**config.mk**
```make
export PLATFORM = sky130hd
export DESIGN_NAME = checkpoint_trajectory_planner_flat
export DESIGN_NICKNAME = d
export VERILOG_FILES = /design/src/rtl/ctp_pkg.sv /design/src/rtl/ctp_item_if.sv /design/src/rtl/ctp_result_if.sv /design/src/rtl/ctp_cfg_if.sv /design/src/rtl/ctp_ctrl.sv /design/src/rtl/ctp_datapath.sv /design/src/rtl/checkpoint_trajectory_planner.sv /design/src/flat_wrapper.sv
export VERILOG_INCLUDE_DIRS = /design/src /design/src/rtl
export SDC_FILE = /design/constraint.sdc
export NUM_CORES = 2
export LEC_CHECK = 0
export ABC_AREA = 1
export BUFFER_PORTS_ARGS = -buffer_cell sky130_fd_sc_hd__buf_2
export CAP_MARGIN = 20
export CORE_MARGIN = 2
export CORE_UTILIZATION = 40
export CTS_CLUSTER_DIAMETER = 200
export CTS_CLUSTER_SIZE = 24
export DETAILED_ROUTE_END_ITERATION = 6
export PLACE_DENSITY = 0.69
export SLEW_MARGIN = 20
export SYNTH_ARGS = -nofsm -noshare
export SYNTH_HDL_FRONTEND = slang
export SYNTH_HIERARCHICAL = 1
export SYNTH_SLANG_ARGS = --single-unit
```
**constraint.sdc**
```tcl
create_clock -name clk -period 9 [get_ports clk]
set_input_delay 0.45 -clock clk [delete_from_list [all_inputs] [get_ports clk]]
set_output_delay 0.45 -clock clk [all_outputs]
set_load 0.01 [all_outputs]
```
**src/rtl/assert_macros.svh**
```systemverilog
// Assertion helpers shared by the RTL. Each check samples on the rising clock
// edge and is disabled while reset is high.
`ifndef ASSERT_MACROS_SVH
`define ASSERT_MACROS_SVH

`ifndef SYNTH

`define ASSERT_ALWAYS(lbl, clk, rst, prop) \
  lbl: assert property (@(posedge clk) disable iff (rst) prop) \
    else $error("assertion failed");

`define ASSERT_NEXT(lbl, clk, rst, ante, cons) \
  lbl: assert property (@(posedge clk) disable iff (rst) (ante) |=> (cons)) \
    else $error("assertion failed");

`else

`define ASSERT_ALWAYS(lbl, clk, rst, prop)

`define ASSERT_NEXT(lbl, clk, rst, ante, cons)

`endif

`endif

```
**src/rtl/ctp_pkg.sv**
```systemverilog
package ctp_pkg;

  localparam int unsigned SEGMENTS_DEF = 16;
  localparam int unsigned COORD_W      = 32;
  localparam int unsigned IDX_W        = 5;
  localparam int unsigned TOL_W        = 31;
  localparam int unsigned OP_W         = 2;
  localparam logic [TOL_W-1:0] TOL_RESET = TOL_W'(65536);

  typedef enum logic [OP_W-1:0] {
    OP_PLAN    = 2'd0,
    OP_CHECK   = 2'd1,
    OP_ADVANCE = 2'd2
  } op_e;

  typedef logic signed [COORD_W-1:0] coord_t;

  typedef struct packed {
    logic [OP_W-1:0] op;
    coord_t          pos_x;
    coord_t          pos_y;
    coord_t          pos_z;
    coord_t          goal_x;
    coord_t          goal_y;
    coord_t          goal_z;
  } item_t;

  typedef struct packed {
    coord_t           point_x;
    coord_t           point_y;
    coord_t           point_z;
    logic             reached;
    logic [IDX_W-1:0] point_index;
  } result_t;

  typedef struct packed {
    logic load_item;
    logic calc_diff;
    logic calc_point;
    logic load_out;
  } cmd_t;

  typedef struct packed {
    logic out_free;
  } status_t;

endpackage

```
**src/rtl/ctp_item_if.sv**
```systemverilog
interface ctp_item_if;
  import ctp_pkg::*;

  logic            valid;
  logic            ready;
  logic [OP_W-1:0] op;
  coord_t          pos_x;
  coord_t          pos_y;
  coord_t          pos_z;
  coord_t          goal_x;
  coord_t          goal_y;
  coord_t          goal_z;

  modport source (output valid, output op, output pos_x, output pos_y, output pos_z,
                  output goal_x, output goal_y, output goal_z, input ready);
  modport sink (input valid, input op, input pos_x, input pos_y, input pos_z,
                input goal_x, input goal_y, input goal_z, output ready);
endinterface

```
**src/rtl/ctp_result_if.sv**
```systemverilog
interface ctp_result_if;
  import ctp_pkg::*;

  logic             valid;
  logic             ready;
  coord_t           point_x;
  coord_t           point_y;
  coord_t           point_z;
  logic             reached;
  logic [IDX_W-1:0] point_index;

  modport source (output valid, output point_x, output point_y, output point_z,
                  output reached, output point_index, input ready);
  modport sink (input valid, input point_x, input point_y, input point_z,
                input reached, input point_index, output ready);
endinterface

```
**src/rtl/ctp_cfg_if.sv**
```systemverilog
interface ctp_cfg_if;
  import ctp_pkg::*;

  logic             valid;
  logic             ready;
  logic [TOL_W-1:0] reach_tolerance;

  modport source (output valid, output reach_tolerance, input ready);
  modport sink (input valid, input reach_tolerance, output ready);
endinterface

```
**src/rtl/ctp_ctrl.sv**
```systemverilog
module ctp_ctrl (
  input  logic             clk,
  input  logic             rst,
  input  logic             item_valid,
  output logic             item_ready,
  output ctp_pkg::cmd_t    cmd,
  input  ctp_pkg::status_t status
);
  import ctp_pkg::*;

  typedef enum logic [3:0] {
    ST_IDLE  = 4'b0001,
    ST_DIFF  = 4'b0010,
    ST_POINT = 4'b0100,
    ST_OUT   = 4'b1000
  } state_t;

  state_t state;
  state_t state_next;

  always_ff @(posedge clk) begin
    if (rst) begin
      state <= ST_IDLE;
    end else begin
      state <= state_next;
    end
  end

  always_comb begin
    state_next = state;
    cmd        = '0;
    item_ready = 1'b0;
    unique case (state)
      ST_IDLE: begin
        // No transfer is taken while reset is high.
        item_ready = !rst;
        if (item_valid && !rst) begin
          cmd.load_item = 1'b1;
          state_next    = ST_DIFF;
        end
      end
      ST_DIFF: begin
        cmd.calc_diff = 1'b1;
        state_next    = ST_POINT;
      end
      ST_POINT: begin
        cmd.calc_point = 1'b1;
        state_next     = ST_OUT;
      end
      ST_OUT: begin
        // The result register may still hold an earlier result; wait for its transfer.
        if (status.out_free) begin
          cmd.load_out = 1'b1;
          state_next   = ST_IDLE;
        end
      end
      default: begin
        state_next = ST_IDLE;
      end
    endcase
  end

endmodule

```
**src/rtl/ctp_datapath.sv**
```systemverilog
module ctp_datapath #(
  parameter int unsigned SEGMENTS = ctp_pkg::SEGMENTS_DEF
) (
  input  logic                        clk,
  input  logic                        rst,
  input  ctp_pkg::cmd_t               cmd,
  output ctp_pkg::status_t            status,
  input  ctp_pkg::item_t              item,
  input  logic                        cfg_we,
  input  logic [ctp_pkg::TOL_W-1:0]   cfg_tol,
  output logic                        out_valid,
  input  logic                        out_ready,
  output ctp_pkg::result_t            out_data
);
  import ctp_pkg::*;

  localparam int unsigned HALF    = SEGMENTS / 2;
  localparam int unsigned SHAMT_W = $clog2(SEGMENTS - HALF + 1);
  localparam logic [IDX_W-1:0] SEG_IDX  = IDX_W'(SEGMENTS);
  localparam logic [IDX_W-1:0] HALF_IDX = IDX_W'(HALF);

  typedef enum logic [1:0] {
    SEL_START,
    SEL_GOAL,
    SEL_FROM_START,
    SEL_FROM_GOAL
  } sel_t;

  logic [TOL_W-1:0]      tol;
  coord_t                start [3];
  coord_t                goal  [3];
  logic [IDX_W-1:0]      index;
  logic [OP_W-1:0]       op_q;
  coord_t                pos_q [3];
  logic signed [32:0]    diff_q [3];
  sel_t                  sel_q;
  logic [SHAMT_W-1:0]    shamt_q;
  coord_t                point_q [3];

  sel_t                  sel_next;
  logic [SHAMT_W-1:0]    shamt_next;
  coord_t                point_next [3];
  logic [2:0]            close;

  assign status.out_free = !out_valid || out_ready;

  always_ff @(posedge clk) begin
    if (rst) begin
      tol <= TOL_RESET;
    end else if (cfg_we) begin
      tol <= cfg_tol;
    end
  end

  always_ff @(posedge clk) begin
    if (rst) begin
      for (int a = 0; a < 3; a++) begin
        start[a] <= '0;
        goal[a]  <= '0;
      end
      index <= '0;
    end else if (cmd.load_item) begin
      if (item.op == OP_PLAN) begin
        start[0] <= item.pos_x;
        start[1] <= item.pos_y;
        start[2] <= item.pos_z;
        goal[0]  <= item.goal_x;
        goal[1]  <= item.goal_y;
        goal[2]  <= item.goal_z;
        index    <= '0;
      end else if (item.op == OP_ADVANCE && index < SEG_IDX) begin
        index <= index + IDX_W'(1);
      end
    end
  end

  always_ff @(posedge clk) begin
    if (cmd.load_item) begin
      op_q     <= item.op;
      pos_q[0] <= item.pos_x;
      pos_q[1] <= item.pos_y;
      pos_q[2] <= item.pos_z;
    end
  end

  // Pick which end the checkpoint is measured from and by how far diff is shifted.
  always_comb begin
    sel_next   = SEL_FROM_GOAL;
    shamt_next = SHAMT_W'(index - HALF_IDX + IDX_W'(1));
    if (index == '0) begin
      sel_next = SEL_START;
    end else if (index >= SEG_IDX) begin
      sel_next = SEL_GOAL;
    end else if (index < HALF_IDX) begin
      sel_next   = SEL_FROM_START;
      shamt_next = SHAMT_W'(HALF_IDX - index + IDX_W'(1));
    end
  end

  always_ff @(posedge clk) begin
    if (cmd.calc_diff) begin
      for (int a = 0; a < 3; a++) begin
        diff_q[a] <= {goal[a][COORD_W-1], goal[a]} - {start[a][COORD_W-1], start[a]};
      end
      sel_q   <= sel_next;
      shamt_q <= shamt_next;
    end
  end

  // Both operands must be signed so that the shift of diff fills with its sign.
  always_comb begin
    for (int a = 0; a < 3; a++) begin
      point_next[a] = start[a];
      case (sel_q)
        SEL_START:      point_next[a] = start[a];
        SEL_GOAL:       point_next[a] = goal[a];
        SEL_FROM_START: point_next[a] =
          COORD_W'($signed({start[a][COORD_W-1], start[a]}) + (diff_q[a] >>> shamt_q));
        SEL_FROM_GOAL:  point_next[a] =
          COORD_W'($signed({goal[a][COORD_W-1], goal[a]}) - (diff_q[a] >>> shamt_q));
        default:        point_next[a] = start[a];
      endcase
    end
  end

  always_ff @(posedge clk) begin
    if (cmd.calc_point) begin
      for (int a = 0; a < 3; a++) begin
        point_q[a] <= point_next[a];
      end
    end
  end

  // |d| < tol is checked as -tol < d < tol, with the coordinates sign-extended and tol zero-extended to 34 bits.
  always_comb begin
    logic signed [33:0] d;
    logic signed [33:0] t;
    for (int a = 0; a < 3; a++) begin
      d = {{2{point_q[a][COORD_W-1]}}, point_q[a]} - {{2{pos_q[a][COORD_W-1]}}, pos_q[a]};
      t = {3'b000, tol};
      close[a] = (d < t) && (d > -t);
    end
  end

  always_ff @(posedge clk) begin
    if (rst) begin
      out_valid <= 1'b0;
    end else if (cmd.load_out) begin
      out_valid <= 1'b1;
    end else if (out_ready) begin
      out_valid <= 1'b0;
    end
  end

  always_ff @(posedge clk) begin
    if (cmd.load_out) begin
      out_data.point_x     <= point_q[0];
      out_data.point_y     <= point_q[1];
      out_data.point_z     <= point_q[2];
      out_data.reached     <= (op_q == OP_CHECK) && (&close);
      out_data.point_index <= index;
    end
  end

endmodule

```
**src/rtl/checkpoint_trajectory_planner.sv**
```systemverilog
// Channel  | Dir | Payload
// ---------+-----+--------------------------------------------------------
// item     | in  | op, pos_x, pos_y, pos_z, goal_x, goal_y, goal_z
// result   | out | point_x, point_y, point_z, reached, point_index
// cfg      | in  | reach_tolerance
//
// Each item steps through accept and state update, axis difference,
// shift and add for the checkpoint, then tolerance compare into the result register.
// A new item is taken in the cycle after its predecessor's result is loaded.
// A result waiting on result.ready holds the following item in its final step.
// Synchronous reset clears the saved path, the index and the tolerance (to 1.0).
// Configuration transfers are taken in every cycle outside reset.
`include "assert_macros.svh"

module checkpoint_trajectory_planner #(
  parameter int unsigned SEGMENTS = ctp_pkg::SEGMENTS_DEF
) (
  input  logic           clk,
  input  logic           rst,
  ctp_item_if.sink       item,
  ctp_result_if.source   result,
  ctp_cfg_if.sink        cfg
);
  import ctp_pkg::*;

  cmd_t    cmd;
  status_t status;
  item_t   item_data;
  result_t out_data;
  logic    out_valid;

  assign item_data.op     = item.op;
  assign item_data.pos_x  = item.pos_x;
  assign item_data.pos_y  = item.pos_y;
  assign item_data.pos_z  = item.pos_z;
  assign item_data.goal_x = item.goal_x;
  assign item_data.goal_y = item.goal_y;
  assign item_data.goal_z = item.goal_z;

  assign cfg.ready = !rst;

  ctp_ctrl u_ctrl (
    .clk        (clk),
    .rst        (rst),
    .item_valid (item.valid),
    .item_ready (item.ready),
    .cmd        (cmd),
    .status     (status)
  );

  ctp_datapath #(
    .SEGMENTS (SEGMENTS)
  ) u_datapath (
    .clk       (clk),
    .rst       (rst),
    .cmd       (cmd),
    .status    (status),
    .item      (item_data),
    .cfg_we    (cfg.valid && cfg.ready),
    .cfg_tol   (cfg.reach_tolerance),
    .out_valid (out_valid),
    .out_ready (result.ready),
    .out_data  (out_data)
  );

  assign result.valid       = out_valid;
  assign result.point_x     = out_data.point_x;
  assign result.point_y     = out_data.point_y;
  assign result.point_z     = out_data.point_z;
  assign result.reached     = out_data.reached;
  assign result.point_index = out_data.point_index;

  `ASSERT_ALWAYS(a_index_range, clk, rst, result.valid |-> (result.point_index <= IDX_W'(SEGMENTS)))
  `ASSERT_NEXT(a_busy_after_accept, clk, rst, item.valid && item.ready, !item.ready)
  `ASSERT_NEXT(a_result_held, clk, rst, result.valid && !result.ready, result.valid)

endmodule

```
**src/flat_wrapper.sv**
```systemverilog
// flat-port wrapper written by rule: the top's interface ports become plain ports
module checkpoint_trajectory_planner_flat import ctp_pkg::*;
#(
  parameter int unsigned SEGMENTS = ctp_pkg::SEGMENTS_DEF
)
  (clk, rst, item_valid, item_op, item_pos_x, item_pos_y, item_pos_z, item_goal_x, item_goal_y, item_goal_z, item_ready, result_valid, result_point_x, result_point_y, result_point_z, result_reached, result_point_index, result_ready, cfg_valid, cfg_reach_tolerance, cfg_ready);
  ctp_item_if item_i ();
  ctp_result_if result_i ();
  ctp_cfg_if cfg_i ();
  input  logic clk;
  input  logic rst;
  input wire logic [$bits(item_i.valid)-1:0] item_valid;
  input wire logic [$bits(item_i.op)-1:0] item_op;
  input wire logic [$bits(item_i.pos_x)-1:0] item_pos_x;
  input wire logic [$bits(item_i.pos_y)-1:0] item_pos_y;
  input wire logic [$bits(item_i.pos_z)-1:0] item_pos_z;
  input wire logic [$bits(item_i.goal_x)-1:0] item_goal_x;
  input wire logic [$bits(item_i.goal_y)-1:0] item_goal_y;
  input wire logic [$bits(item_i.goal_z)-1:0] item_goal_z;
  output wire logic [$bits(item_i.ready)-1:0] item_ready;
  output wire logic [$bits(result_i.valid)-1:0] result_valid;
  output wire logic [$bits(result_i.point_x)-1:0] result_point_x;
  output wire logic [$bits(result_i.point_y)-1:0] result_point_y;
  output wire logic [$bits(result_i.point_z)-1:0] result_point_z;
  output wire logic [$bits(result_i.reached)-1:0] result_reached;
  output wire logic [$bits(result_i.point_index)-1:0] result_point_index;
  input wire logic [$bits(result_i.ready)-1:0] result_ready;
  input wire logic [$bits(cfg_i.valid)-1:0] cfg_valid;
  input wire logic [$bits(cfg_i.reach_tolerance)-1:0] cfg_reach_tolerance;
  output wire logic [$bits(cfg_i.ready)-1:0] cfg_ready;
  assign item_i.valid = item_valid;
  assign item_i.op = item_op;
  assign item_i.pos_x = item_pos_x;
  assign item_i.pos_y = item_pos_y;
  assign item_i.pos_z = item_pos_z;
  assign item_i.goal_x = item_goal_x;
  assign item_i.goal_y = item_goal_y;
  assign item_i.goal_z = item_goal_z;
  assign item_ready = item_i.ready;
  assign result_valid = result_i.valid;
  assign result_point_x = result_i.point_x;
  assign result_point_y = result_i.point_y;
  assign result_point_z = result_i.point_z;
  assign result_reached = result_i.reached;
  assign result_point_index = result_i.point_index;
  assign result_i.ready = result_ready;
  assign cfg_i.valid = cfg_valid;
  assign cfg_i.reach_tolerance = cfg_reach_tolerance;
  assign cfg_ready = cfg_i.ready;
  checkpoint_trajectory_planner #(.SEGMENTS(SEGMENTS)) u_core (.clk(clk), .rst(rst), .item(item_i), .result(result_i), .cfg(cfg_i));
endmodule
```
==> out/metrics.yaml <==
synth:
  synth-edff-count: 593
  yosysUniqueCellTypes: 64
  syn_area_per_cell_um2: 7.551
  synth-seq-cells: 634
  netlist_instances: 7129
  synth_compound_area_share_pct: 15.63
  synth_nets: 7946
  synthesis.yosys.warnings: 6
  synth_top_family_by_area: "simple AND/OR/NAND/NOR gates"
  synthMuxAreaShare_pct: 0.5764
  synth-adder-area-share_pct: 13.81
  synth_xor_area_share_pct: 3.710
  async_reset_ff_share_pct: 0
  ys_seq_area_share_pct: 34.61
  ys.flop_type: "edfxtp_1"
  netlist_area_um2: 53830
  yosys.area_share.simple_pct: 23.23
pwr:
  p_leak_nw: 27.43
  p_seq_share_pct: 46.2
  p_sw_share_pct: 36.59
  clkPwrFrac_pct: 22.6
  p_int_mw: 4.765
  p_per_area_nw_per_um2: 127.1
  pwr-share-comb_pct: 31.2
  ir_drop_v: 0.0001721
  p_sw_mw: 2.750
timing:
  finClkSkew_ps: 40.69
  fin_crit_sh_pct: 61.57
  setup_tns_ps: 0
  drv_slew: 0
  relSlewSlack_pct: 19.52
  setup_viol: 0
  max_slew.worst_pin.slew_ps: 1203
  fmax_mhz: 180.5
  hold_viol_final: 0
  period_needed_ps: 5542
  grt_setup_unrepaired: "no"
setup_path:
  startpoint: "u_core/u_datapath/shamt_q[0]"
  worstPathMaxFanout: 103
  critPathLaunchType: "flip-flop"
  crit_path_max_incr_delay_ps: 670
  cp_slowest_cell: "o21ai_0"
  critPathBufInv: 5
  crit_family: "buffers and inverters"
  reg2reg_from: "u_core/u_datapath/shamt_q[0]"
  reg2reg_slack_ps: 3460
  worstPathCellList: "buf_12 > inv_2 > buf_4 > nand2_1 > nand3_1 > o21ai_1 > mux2i_1 > nand2_1 > o21ai_0 > ha_1 > inv_1 > fa_1 > nand2_1 > nand2_1 > o21ai_0 > inv_1 > nand4_1 > nand3_1 > o21ai_0 > nand4_1"
  arrival_ps: 5950
  crit_path_end_kind: "flip-flop"
  critical-path-top-cell-by-count: "nand2_1"
  critical_path_class: "reg -> reg"
  worstPathRequired_ps: 9410
worst_hold_path:
  hold_class: "in -> reg"
  hp-start: "item_pos_y[4]"
drt:
  wire_per_inst_um: 24.27
  first_iter_violations: 6511
  dr_total_vias: 51980
  drc: 2
  viasPerCell: 5.616
  first_pass_iters: 7
  ant_nets: 0
  wirelength_um: 224600
finish:
  nets: 8277
  fillers: 13650
  layout_common_cells: "nand2_1 (1600), inv_1 (1021), nor2_1 (651)"
  regArea_um2: 18630
  area_growth_pct: 9.867
  layout-drive-gt1-share_pct: 6.734
  multiInputGateArea_um2: 30730
  final_common_cell: "nand2_1"
  fin_cells: 9255
  utilization_pct: 44.31
cts:
  cts_root_buf: "clkbuf_16"
  cts_max_path_buffers: 3
  ctsHoldBuffers: 81
  clock-sinks: 634
  clk-insertion-delay-late_ps: 720
  cts_setup_buffers: 0
  cts.reportedPaths.clkPinSlew_ps: 110
  cts_tree: "built"
  cts-buffers-inserted: 30
  ctsResizeCount: 0
  htreeDepth: 1
floorplanning:
  coreArea_um2: 133500
  io_pins: 335
  initial_core_util_pct: 40.33
  die_y_um: 370.8
  die_w_um: 370.8
  rows: 134
  die_area_um2: 137500
run_status:
  status: "finished with violations"
  violations: "design-rule violations"
flow_run:
  cap_violations: 0
placed_design:
  detailed_place_hpwl_um: 185600
  placedCellCount: 9114
  port_buffers: 334
  place_congestion: 1.009
grt:
  grt_usage_pct: 31.64
  grt_pass1_wl_um: 320400
  grt_max_degree: 132
  grt_pass1_vias: 47630
  antenna_found_initial: 9
  grt-ovfl-total: 0
## worst paths after layout
kind	to	cells after the start
setup / recovery	u_core/u_datapath/point_q[0][52]	20
hold / removal	u_core/u_datapath/pos_q[0][36]	1
setup reg to reg	u_core/u_datapath/point_q[0][52]	20
hold reg to reg	u_core/u_datapath/out_data[6]	0
## synth_stat cells, types with 35 or more instances
library cell | n | area, um2
nor2_1 | 656 | 2462
ha_1 | 575 | 7194
o21a_1 | 35 | 262.8
a21oi_1 | 644 | 3223
o21ai_1 | 110 | 550.5
dfxtp_1 | 41 | 820.8
a21o_1 | 57 | 427.9
edfxtp_1 | 593 | 17810
nor4_1 | 37 | 231.5
o21ai_0 | 404 | 2022
xnor2_1 | 76 | 665.6
nand4_1 | 121 | 757.0
nor3_1 | 89 | 445.4
clkbuf_1 | 80 | 300.3
inv_1 | 1025 | 3847
nand2_1 | 1602 | 6013
nand3_1 | 358 | 1792
xor2_1 | 152 | 1331
a31oi_1 | 36 | 225.2
## worst register-to-register path: stages (launching register included)
cell and delay (ps):
edfxtp_1 430, buf_12 250, inv_2 680, buf_4 510, nand2_1 150, nand3_1 90, o21ai_1 100, mux2i_1 260
nand2_1 70, o21ai_0 150, ha_1 260, inv_1 90, fa_1 460, nand2_1 100, nand2_1 50, o21ai_0 250
inv_1 190, nand4_1 150, nand3_1 130, o21ai_0 670, nand4_1 210
## state kept, by name, indices dropped and copies added, names as in the netlist
register,count
u_core/u_datapath/op_q,2
u_core/u_datapath/goal,96
u_core/u_datapath/point_q,96
u_core/u_datapath/start,96
u_core/u_datapath/out_data,102
u_core/u_datapath/diff_q,99
u_core/u_datapath/tol,31
u_core/u_datapath/pos_q,96
u_core/u_ctrl/state,4
u_core/u_datapath/sel_q,2
u_core/u_datapath/out_valid,1
u_core/u_datapath/index,5
u_core/u_datapath/shamt_q,4
## per-layer routing
metal	routed length (um)	vias to the layer above	track usage, %
li1	-	24800	-
met1	99750	24320	45.67
met2	94400	2503	47.55
met3	20770	346	4.887
met4	9595	10	11.60
met5	71	-	0
## layout make-up
cell class / instances / share of cell area, %
antenna: 3 / 0.01269
clock buffer: 55 / 1.481
clock inverter: 1 / 0.02750
inverter: 1040 / 6.611
multi-input combinational: 5309 / 51.96
sequential: 634 / 31.50
tap: 1768 / 3.740
timing repair buffer: 445 / 4.667
## power groups by stage
stage / clock [mW] / sequential (mW) / combinational, mW
6_report: 1.70 / 3.47 / 2.34
5_1_grt: 1.82 / 3.48 / 2.57
4_1_cts: 1.74 / 3.47 / 2.29
3_5_place_dp: 0 / 3.53 / 2.25
3_3_place_gp: 0 / 3.53 / 2.24
2_1_floorplan: 0 / 3.47 / 1.51
## per-stage QoR
stage               cell area [um2]  setup WS (ps)  hold slack, ps  power, mW
floorplan                     53830          803.3           426.4      4.972
global placement              57420           3711           435.4      5.777
detailed placement            57420           3705           433.8      5.782
CTS                           59120           3692          0.1802      7.493
global route                  59130           3016           2.890      7.873
finish                        59140           3458           20.58      7.516
## logic make-up (layout without fill, tap and decap cells)
family,Yosys count,in the layout
multiplexers,31,31
AND/OR/NAND/NOR,2972,2972
other,0,3
buffers and inverters,1186,1541
adder cells (fa/ha/maj),587,587
flip-flops,634,634
AO/OA/AOI/OAI,1491,1491
XOR/XNOR,228,228
No activity file was read; power rests on OpenSTA's default activity.
